--- config.mk ---
export PLATFORM = sky130hd
export DESIGN_NAME = imu_offset_calibrate_scale_top
export DESIGN_NICKNAME = d
export VERILOG_FILES = /design/src/ioc_pkg.sv /design/src/imu_offset_calibrate_scale_top.sv /design/src/ioc_lane.sv /design/src/ioc_merge.sv
export SDC_FILE = /design/constraint.sdc
export NUM_CORES = 2
export LEC_CHECK = 0
export BUFFER_PORTS_ARGS = -buffer_cell sky130_fd_sc_hd__buf_2
export CAP_MARGIN = 20
export CORE_MARGIN = 8
export CORE_UTILIZATION = 50
export DETAILED_ROUTE_END_ITERATION = 16
export PLACE_DENSITY = 0.7
export SLEW_MARGIN = 20
export SYNTH_ARGS = -nofsm -noshare
export SYNTH_HDL_FRONTEND = slang
export SYNTH_SLANG_ARGS = --single-unit
--- constraint.sdc ---
create_clock -name i_clk -period 23.5 [get_ports i_clk]
set_input_delay 4.7 -clock i_clk [delete_from_list [all_inputs] [get_ports i_clk]]
set_output_delay 4.7 -clock i_clk [all_outputs]
set_load 0.02 [all_outputs]
--- src/ioc_pkg.sv ---
// Package for the IMU offset calibration and scaling block.
// Holds the field widths, constants and shared types; it depends on nothing.

package ioc_pkg;

    localparam int AxisW     = 16;
    localparam int AccW      = 17;
    localparam int GyroW     = 18;
    localparam int Axes      = 6;
    localparam int AccAxes   = 3;
    localparam int CountW    = 8;
    localparam int GyroShift = 10;
    localparam int ProdW     = AccW + 12;
    localparam int InDataW   = Axes * AxisW;
    localparam int OutDataW  = 112;
    localparam int OutUsedW  = AccAxes * AccW + (Axes - AccAxes) * GyroW;

    localparam logic signed [11:0] GyroMul         = 12'sd2001;
    localparam logic [CountW-1:0]   CalibCountReset = 8'd10;
    localparam logic                OpSample        = 1'b0;
    localparam logic                OpStartCalib    = 1'b1;

    typedef logic signed [AxisW-1:0] t_axis;
    typedef logic signed [AccW-1:0]  t_diff;
    typedef logic signed [GyroW-1:0] t_rate;

    typedef struct packed {
        logic calibrating;
        logic calib_done;
    } t_flags;

endpackage

--- src/imu_offset_calibrate_scale_top.sv ---
// Top level of the IMU offset calibration and scaling block.
// Uses ioc_pkg and instantiates six ioc_lane lanes and ioc_merge.
//
// Usage: the input channel carries either a six-axis sample (tuser = 0) or
// a command that starts a calibration run (tuser = 1). Each sample gives one
// output item; a command gives none. During a run, the first sample loads the
// offsets and later samples average into them; the item that ends the run
// has calib_done set, and every sample taken into the offsets has
// calibrating set. Accel outputs are raw minus offset, gyro outputs are
// (raw minus offset) * 2001 >> 10.
// The run length is written through i_cfg_we and i_cfg_wdata; the user must
// write it only while idle, as the block does not enforce this. A sample
// passes the lane register, then the output register behind o_m_tvalid. One
// item is taken every cycle while the receiver keeps up; these two registers
// form a two-deep pipeline, so the input keeps accepting while one result
// waits. When the receiver stalls, both stages fill and o_s_tready falls.
// After reset the offsets are zero, no run is active and the run length is 10.

module imu_offset_calibrate_scale_top (
    input  logic                          i_clk,
    input  logic                          i_rst_n,
    input  logic                          i_cfg_we,
    input  logic [ioc_pkg::CountW-1:0]    i_cfg_wdata,
    input  logic                          i_s_tvalid,
    output logic                          o_s_tready,
    // Fields from bit 0: accel_x_raw, accel_y_raw, accel_z_raw,
    // gyro_x_raw, gyro_y_raw, gyro_z_raw.
    input  logic [ioc_pkg::InDataW-1:0]   i_s_tdata,
    // Fields from bit 0: op.
    input  logic                          i_s_tuser,
    output logic                          o_m_tvalid,
    input  logic                          i_m_tready,
    // Fields from bit 0: accel_x_g, accel_y_g, accel_z_g, gyro_x_rate,
    // gyro_y_rate, gyro_z_rate, then zero fill.
    output logic [ioc_pkg::OutDataW-1:0]  o_m_tdata,
    // Fields from bit 0: calib_done, calibrating.
    output ioc_pkg::t_flags               o_m_tuser
);
    import ioc_pkg::*;

    logic [CountW-1:0] r_count;
    logic [CountW-1:0] r_remaining;
    logic              r_first;
    logic              r_v1;
    t_flags            r_flags1;
    t_flags            n_flags1;
    logic              w_accept;
    logic              w_sample;
    logic              w_start;
    logic              w_cal;
    logic              w_take;
    t_diff             w_diff [Axes];

    assign w_accept = i_s_tvalid && o_s_tready;
    assign w_sample = w_accept && (i_s_tuser == OpSample);
    assign w_start  = w_accept && (i_s_tuser == OpStartCalib);
    assign w_cal    = w_sample && (r_remaining != '0);

    assign o_s_tready = !r_v1 || w_take;

    always_comb begin
        n_flags1.calibrating = w_cal;
        n_flags1.calib_done  = w_cal && (r_remaining == CountW'(1));
    end

    always_ff @(posedge i_clk) begin
        if (!i_rst_n) begin
            r_count     <= CalibCountReset;
            r_remaining <= '0;
            r_first     <= 1'b0;
            r_v1        <= 1'b0;
        end else begin
            if (i_cfg_we) begin
                r_count <= i_cfg_wdata;
            end
            if (w_start) begin
                r_remaining <= r_count;
                r_first     <= 1'b1;
            end else if (w_cal) begin
                r_remaining <= r_remaining - CountW'(1);
                r_first     <= 1'b0;
            end
            if (w_sample) begin
                r_v1 <= 1'b1;
            end else if (w_take) begin
                r_v1 <= 1'b0;
            end
        end
    end

    always_ff @(posedge i_clk) begin
        if (w_sample) begin
            r_flags1 <= n_flags1;
        end
    end

    for (genvar g = 0; g < Axes; g++) begin : g_lane
        ioc_lane u_lane (
            .i_clk    (i_clk),
            .i_rst_n  (i_rst_n),
            .i_load   (w_sample),
            .i_update (w_cal),
            .i_first  (r_first),
            .i_sample (t_axis'(i_s_tdata[g*AxisW +: AxisW])),
            .o_diff   (w_diff[g])
        );
    end

    ioc_merge u_merge (
        .i_clk    (i_clk),
        .i_rst_n  (i_rst_n),
        .i_valid  (r_v1),
        .i_diff   (w_diff),
        .i_flags  (r_flags1),
        .i_tready (i_m_tready),
        .o_take   (w_take),
        .o_tvalid (o_m_tvalid),
        .o_tdata  (o_m_tdata),
        .o_tuser  (o_m_tuser)
    );

endmodule

--- src/ioc_lane.sv ---
// One axis lane: keeps the axis offset, averages samples into it during a
// calibration run and registers the sample minus the offset. Uses ioc_pkg.

module ioc_lane (
    input  logic          i_clk,
    input  logic          i_rst_n,
    input  logic          i_load,
    input  logic          i_update,
    input  logic          i_first,
    input  ioc_pkg::t_axis i_sample,
    output ioc_pkg::t_diff o_diff
);
    import ioc_pkg::*;

    t_axis r_offset;
    t_axis n_offset;
    t_diff r_diff;
    t_diff w_sum;
    t_diff w_sum_adj;
    t_axis w_offset_used;

    assign w_sum     = t_diff'(r_offset) + t_diff'(i_sample);
    assign w_sum_adj = w_sum + (w_sum[AccW-1] ? t_diff'(1) : t_diff'(0));

    always_comb begin
        n_offset = r_offset;
        if (i_update) begin
            if (i_first) begin
                n_offset = i_sample;
            end else begin
                n_offset = t_axis'(w_sum_adj >>> 1);
            end
        end
    end

    assign w_offset_used = n_offset;

    always_ff @(posedge i_clk) begin
        if (!i_rst_n) begin
            r_offset <= '0;
        end else begin
            r_offset <= n_offset;
        end
    end

    always_ff @(posedge i_clk) begin
        if (i_load) begin
            r_diff <= t_diff'(i_sample) - t_diff'(w_offset_used);
        end
    end

    assign o_diff = r_diff;

endmodule

--- src/ioc_merge.sv ---
// Merging and output stage: scales the gyroscope lanes, packs all lanes and
// the calibration flags into the output register. Uses ioc_pkg.

module ioc_merge (
    input  logic                           i_clk,
    input  logic                           i_rst_n,
    input  logic                           i_valid,
    input  ioc_pkg::t_diff                 i_diff [ioc_pkg::Axes],
    input  ioc_pkg::t_flags                i_flags,
    input  logic                           i_tready,
    output logic                           o_take,
    output logic                           o_tvalid,
    output logic [ioc_pkg::OutDataW-1:0]   o_tdata,
    output ioc_pkg::t_flags                o_tuser
);
    import ioc_pkg::*;

    logic                r_valid;
    logic [OutDataW-1:0] r_data;
    logic [OutDataW-1:0] n_data;
    t_flags              r_flags;
    logic signed [ProdW-1:0] w_prod [Axes-AccAxes];

    assign o_take = i_valid && (!r_valid || i_tready);

    for (genvar g = 0; g < Axes - AccAxes; g++) begin : g_gyro
        assign w_prod[g] = i_diff[AccAxes+g] * GyroMul;
    end

    always_comb begin
        n_data = '0;
        for (int a = 0; a < AccAxes; a++) begin
            n_data[a*AccW +: AccW] = i_diff[a];
        end
        for (int k = 0; k < Axes - AccAxes; k++) begin
            n_data[AccAxes*AccW + k*GyroW +: GyroW] = w_prod[k][GyroShift +: GyroW];
        end
    end

    always_ff @(posedge i_clk) begin
        if (!i_rst_n) begin
            r_valid <= 1'b0;
        end else if (o_take) begin
            r_valid <= 1'b1;
        end else if (i_tready) begin
            r_valid <= 1'b0;
        end
    end

    always_ff @(posedge i_clk) begin
        if (o_take) begin
            r_data  <= n_data;
            r_flags <= i_flags;
        end
    end

    assign o_tvalid = r_valid;
    assign o_tdata  = r_data;
    assign o_tuser  = r_flags;

endmodule
Word-level counts from Yosys, hierarchy flattened --
Index checks and enable logic that the tools add are counted.
Word-level totals: register bits 326, input bits 110, output and inout port bits 116, logic and storage cells 86
Operators by class: $add $sub $neg 19, multiply operators 3, eq/ne operators 1, muxes and demuxes 26, bitwise gates (word level) 1, reduce and logical (&&, ||, !) cells 14
Operator list (number):
- 2-to-1 mux 16 bit | 12
- adder 16 x 16 -> 17 bit | 6
- adder 17 bit | 6
- subtractor 16 x 16 -> 17 bit | 6
- multiplier 17 x 12 -> 28 bit, second input constant | 3
- 2-to-1 mux 8 bit | 2
- 2-to-1 mux 1 bit | 12
- == test 8 x 1 -> 1 bit, second input constant | 1
- nonzero test 8 bit | 1
- subtractor 8 x 1 -> 8 bit, second input constant | 1
- logical AND 1 bit | 6
- nonzero test 2 bit | 3
- logical NOT 1 bit | 2
- logical OR 1 bit | 2
- inverter 1 bit | 1

Longest topological paths before layout --
depth in word-level cells 9, gate-level depth with buffers 28, depth with buffers taken out 28

Modules after synthesis --
A second synthesis with hierarchy kept.
Unflattened totals: cells, all modules 4165, area, all modules 38298.0 µm²
Modules (own cells, without submodules):
- ioc_lane | times used 6, cells an instance 446, area each 3728.6 µm², seq. area each 830.8 µm²
- ioc_merge | times used 1, cells an instance 1385, area each 14984.4 µm², seq. area each 3233.1 µm²
- imu_offset_calibrate_scale_top | times used 1, cells an instance 104, area each 942.2 µm², seq. area each 420.4 µm²

Least setup slack after synthesis --
Ideal clock, no wire load.
path kind input port to flip-flop, start input port i_m_tready, end register u_merge.r_data[0], in the netlist u_merge.o_tdata[0] (enable), setup time 0.736 ns, data arrival time 12.475 ns, data required time 22.764 ns, path slack 10.289 ns, stages 2, path buffers 0, cells stage by stage inv_1 -> a21boi_0
Between the ends: cells in the longest elaborated chain, start to end 2
Ends and longest elaborated chain:
- start, declared | RTL line imu_offset_calibrate_scale_top.sv:32 | input logic i_m_tready,
- logical OR 1 bit | RTL line ioc_merge.sv:24 | assign o_take = i_valid && (!r_valid || i_tready);
- logical AND 1 bit | RTL line ioc_merge.sv:24
- via u_merge.o_take | RTL line ioc_merge.sv:11 | output logic o_take,
- end signal, assigned | RTL line ioc_merge.sv:52 | r_data <= n_data;
- end, declared | RTL line ioc_merge.sv:19 | logic [OutDataW-1:0] r_data;
The timed path passes the listed nets, and every way through them passes these cells. A chain may end at the register's enable or synchronous reset.

Worst setup path after layout --
start input port i_s_tdata[16] (netlist bit), end register g_lane[1].u_lane.r_diff[13] (data pin)
Between the ends: cells in the longest elaborated chain, start to end 6
Ends and longest elaborated chain:
- start, declared | RTL line imu_offset_calibrate_scale_top.sv:28 | input logic [ioc_pkg::InDataW-1:0] i_s_tdata,
- adder 16 x 16 -> 17 bit (*) | RTL line ioc_lane.sv:22 | assign w_sum = t_diff'(r_offset) + t_diff'(i_sample);
- 2-to-1 mux 1 bit | RTL line ioc_lane.sv:23 | assign w_sum_adj = w_sum + (w_sum[AccW-1] ? t_diff'(1) : t_diff'(0));
- adder 17 bit (*) | RTL line ioc_lane.sv:23
- 2-to-1 mux 16 bit (*) | RTL line ioc_lane.sv:28 | if (i_first) begin
- 2-to-1 mux 16 bit (*) | RTL line ioc_lane.sv:27 | if (i_update) begin
- via g_lane[1].u_lane.n_offset[1] | RTL line ioc_lane.sv:16 | t_axis n_offset;
- subtractor 16 x 16 -> 17 bit (*) | RTL line ioc_lane.sv:48 | r_diff <= t_diff'(i_sample) - t_diff'(w_offset_used);
- end signal, assigned | RTL line ioc_lane.sv:48
- end, declared | RTL line ioc_lane.sv:17 | t_diff r_diff;
The timed path passes the listed nets; every way through them passes the cells marked *.

==> summary.md <==
| Metric | Value |
|---|---|
| Synth Instances | 3698 |
| Critical path's slowest cell | a311o_1 |
| Yosys reg bits | 326 |
| Flop pwr share | approximately 17% |
| Outcome | finished clean |
| Comb pwr share | 72.8% |
| Ys Warns | 0 |
| Initial Util | between 50 and 60% |
| Root buf cell | clkbuf_16 |
| I/O Pins | 226 |
| TritonCTS Sinks | ~330 |
| Cell area after synthesis | 0.0345 mm^2 |
| R2R setup slack | ~17000 ps |
| Adder-cell area share of the yosys netlist | 30.8% |
| Critical path type | in -> reg |
| Vias in the first global route | 25967 |
| Hold endpoint | u_merge.o_tdata[39] |
| Drt drc | 0 |
| EDFF count, synth | 211 |
| Unrepaired setup endpoints after global routing | no |
| Worst hold-check path type | reg -> reg |
| Syn-to-layout area delta | 10.0% |
| Post-synthesis sequential area ratio | 25.1% |
| Top cell type's share of synthesized area | a little under a fifth |
| Most instantiated cells after synthesis | inv_1, ha_1, nor2_1, fa_1, edfxtp_1 |
| Filler Cell Count | 6148 |
| Fin crit share | 42.9% |
| Unique cell type count in the Yosys netlist | 91 |
| Startpoint types | primary input |
| Drt initial violations | 1417 |
| CTS Buffer Depth | 3 |
| Layout cells sized above 1 | slightly above 9% |
| Internal power | ~3.6 mW |
| Max stage delay on crit path | 470 ps |
| WHS | 417 ps |
| Via-to-Cell Ratio | 5.46 |
| Top-count cell post-synth | inv_1 |
| Max Clock Freq | 99.1 MHz |
| Worst Path Required | 23800 ps |
| Hpwl dp | approximately 61 mm |
| Crit path top cell by count | o21ai_0 |
| R2r startpoint | r_remaining[2] |
| Nets | 4701 |
| First-pass DRT Iterations | 5 |
| Core area | 0.0685 mm^2 |
| Worst Tran Pin Value | roughly 960 ps |
| Clk pin slew, worst setup/hold paths | 60 ps |
| Largest family of logic cells by synthesized area | adder cells |
| Cell Rows | 96 |
| Post-DRT Antenna Nets | 0 |
| Via count | 26323 |
| Leak | about 17 nW |
| Ys flop type | edfxtp_1 |
| Grt ovf | 0 |
| Power per Cell Area | 172 mW/mm^2 |
| All-Layer GR Usage | 19.9% |
| TritonCTS Buffers | 42 |
| Ys async rst share | 0% |
| Post_cts resized | 0 |
| WL final | between 70 and 80 mm |
| Worst Skew | between 20 and 25 ps |
| Area of the die | 0.0776 mm^2 |
| DR WL/cell | between 15 and 20 um |
| Max-Slew Margin vs Limit | 34.1% |
| Final Hold Vio Count | 0 |
| CTS tree | done |
| GP Congestion | 0.888 |
| Max_cap viols | 0 |
| Worst VDD drop | 0.235 mV |
| Area contributors post-synth | edfxtp_1, ha_1, fa_1, dfxtp_1, inv_1 |
| Setup-failing EPs final | 0 |
| Worst reg2reg path endpoint | g_lane[4].u_lane.o_diff[16] |
| Multiplexer area fraction after synthesis | 1.87% |
| CP Capture Type | flip-flop |
| Clk Latency, worst-skew pair | around 580 ps |
| Post-CTS Setup Bufs | 0 |
| Setup TNS | 0 ps |
| Period minus WS final | just over 10000 ps |
| Post-synthesis simple-gate area fraction | 14.1% |
| H-tree depth | 2 |
| Storage cell area | about 0.0086 mm^2 |
| Pins Over Slew Limit | 0 |
| Post-Synth XOR/XNOR Area | 6.42% |
| Data arrival, critical path | 10390 ps |
| Worst hold path depth | 0 |
| CP Max Fanout | 5 |
| Clock share of power | 10.3% |
| Post-synthesis compound-gate area fraction | 14.3% |
| Worst r2r path cells | 18 |
| Horiz. Die Dim | around 280 um |
| First-pass GRT wire length | 129 mm |
| Die Ht | 278 um |
| I/O Buffers | 218 |
| Hold_sp | g_lane[2].u_lane.o_diff[5] |
| Net Sw Frac | 45.0% |
| Cell taking the most area after synthesis | edfxtp_1 |
| CTS Hold Buffers Added | 0 |
| Syn Area/Cell | slightly above 9 um^2 |
| Initial antenna violation count | 15 |
| P_sw | slightly below 3 mW |
| Largest net degree at the start of global routing | between 60 and 70 |
| Area occupied by multi-input gates | 0.0233 mm^2 |
cell type report:
type	instances	share of cell area [%]
multi-input combinational	2705	61.5
antenna	9	0.0594
tap	882	2.91
sequential	326	22.8
timing repair buffer	233	3.18
inverter	586	5.82
clock buffer	62	3.16
clock inverter	16	0.584
metrics by stage:
stage	utilization (%)	instances	setup slack (ps)	cell area [um^2]	power, mW
3_3_place_gp	53.3	4732	12990	36500	5.78
5_1_grt	55.3	4816	12880	37900	7.31
6_report	55.4	4819	13410	37900	6.54
2_1_floorplan	-	3704	10290	34500	4.99
4_1_cts	55.3	4810	13460	37900	6.61
3_5_place_dp	53.3	4732	12850	36500	5.90
critical path, delay by kind of cell:
| family | cells | cell delay (ps) |
|---|---|---|
| compound gates | 15 | 3440 |
| fa+ha+maj | 4 | 1130 |
| simple gates | 6 | 670 |
| buf+inv | 3 | 280 |
| xor+xnor | 1 | 130 |
per-layer routing:
metal,track usage [%],vias up,share of wire [%]
li1,-,13217,-
met2,33.4,443,47
met3,3.02,136,4.4
met4,6.54,6,3.0
met5,0,-,0.047
met1,26.2,12521,46
registers in the layout, summed over array words and instances (netlist names):
name	count
u_merge.o_tvalid	1
r_remaining	8
r_v1	1
g_lane.u_lane.o_diff	102
r_flags1	2
g_lane.u_lane.r_offset	96
r_first	1
u_merge.o_tuser	2
r_count	8
u_merge.o_tdata	105
power by group through the flow:
stage / clock network, mW / logic (mW) / registers (mW)
after detailed placement: 0 / 4.78 / 1.12
final: 0.674 / 4.76 / 1.10
after global routing: 0.711 / 5.48 / 1.12
after floorplan: 0 / 3.82 / 1.17
after CTS: 0.694 / 4.81 / 1.11
after global placement: 0 / 4.66 / 1.12
cell families after synthesis:
family | after synthesis
compound gates | 736
xor+xnor | 250
fa+ha+maj | 699
buf+inv | 673
flops | 326
mux | 64
other cells | 1
simple gates | 949
worst max path at each step:
stage | start | to | slack [ps] | depth (start not counted)
after floorplan | i_m_tready | u_merge.o_tdata[0] | 10290 | 2
after global placement | i_s_tdata[16] | g_lane[1].u_lane.o_diff[13] | 12990 | 29
after detailed placement | i_s_tdata[16] | g_lane[1].u_lane.o_diff[13] | 12850 | 29
after CTS | i_s_tdata[16] | g_lane[1].u_lane.o_diff[13] | 13460 | 29
after global routing | i_s_tdata[16] | g_lane[1].u_lane.o_diff[13] | 12880 | 29
final | i_s_tdata[16] | g_lane[1].u_lane.o_diff[13] | 13410 | 29
placed cells by master (no fill, tap or decap), drive strengths merged, types with 22 or more instances in the layout:
master  instances
mux2i          61
edfxtp        211
a21oi         165
xnor2         178
clkbuf         62
and2           55
nor2          269
nand4          27
inv           586
or2            24
a221oi         22
o21ai         174
and3           42
nor3           89
dfxtp         115
nor4           27
nand3          51
a21o           46
a211oi         42
buf           233
o21a           50
nand2         165
nor2b          58
o211ai         29
xor2           71
fa            249
or3            32
ha            448
nand2b         40
Note: power is estimated with default switching activity, not from simulation.
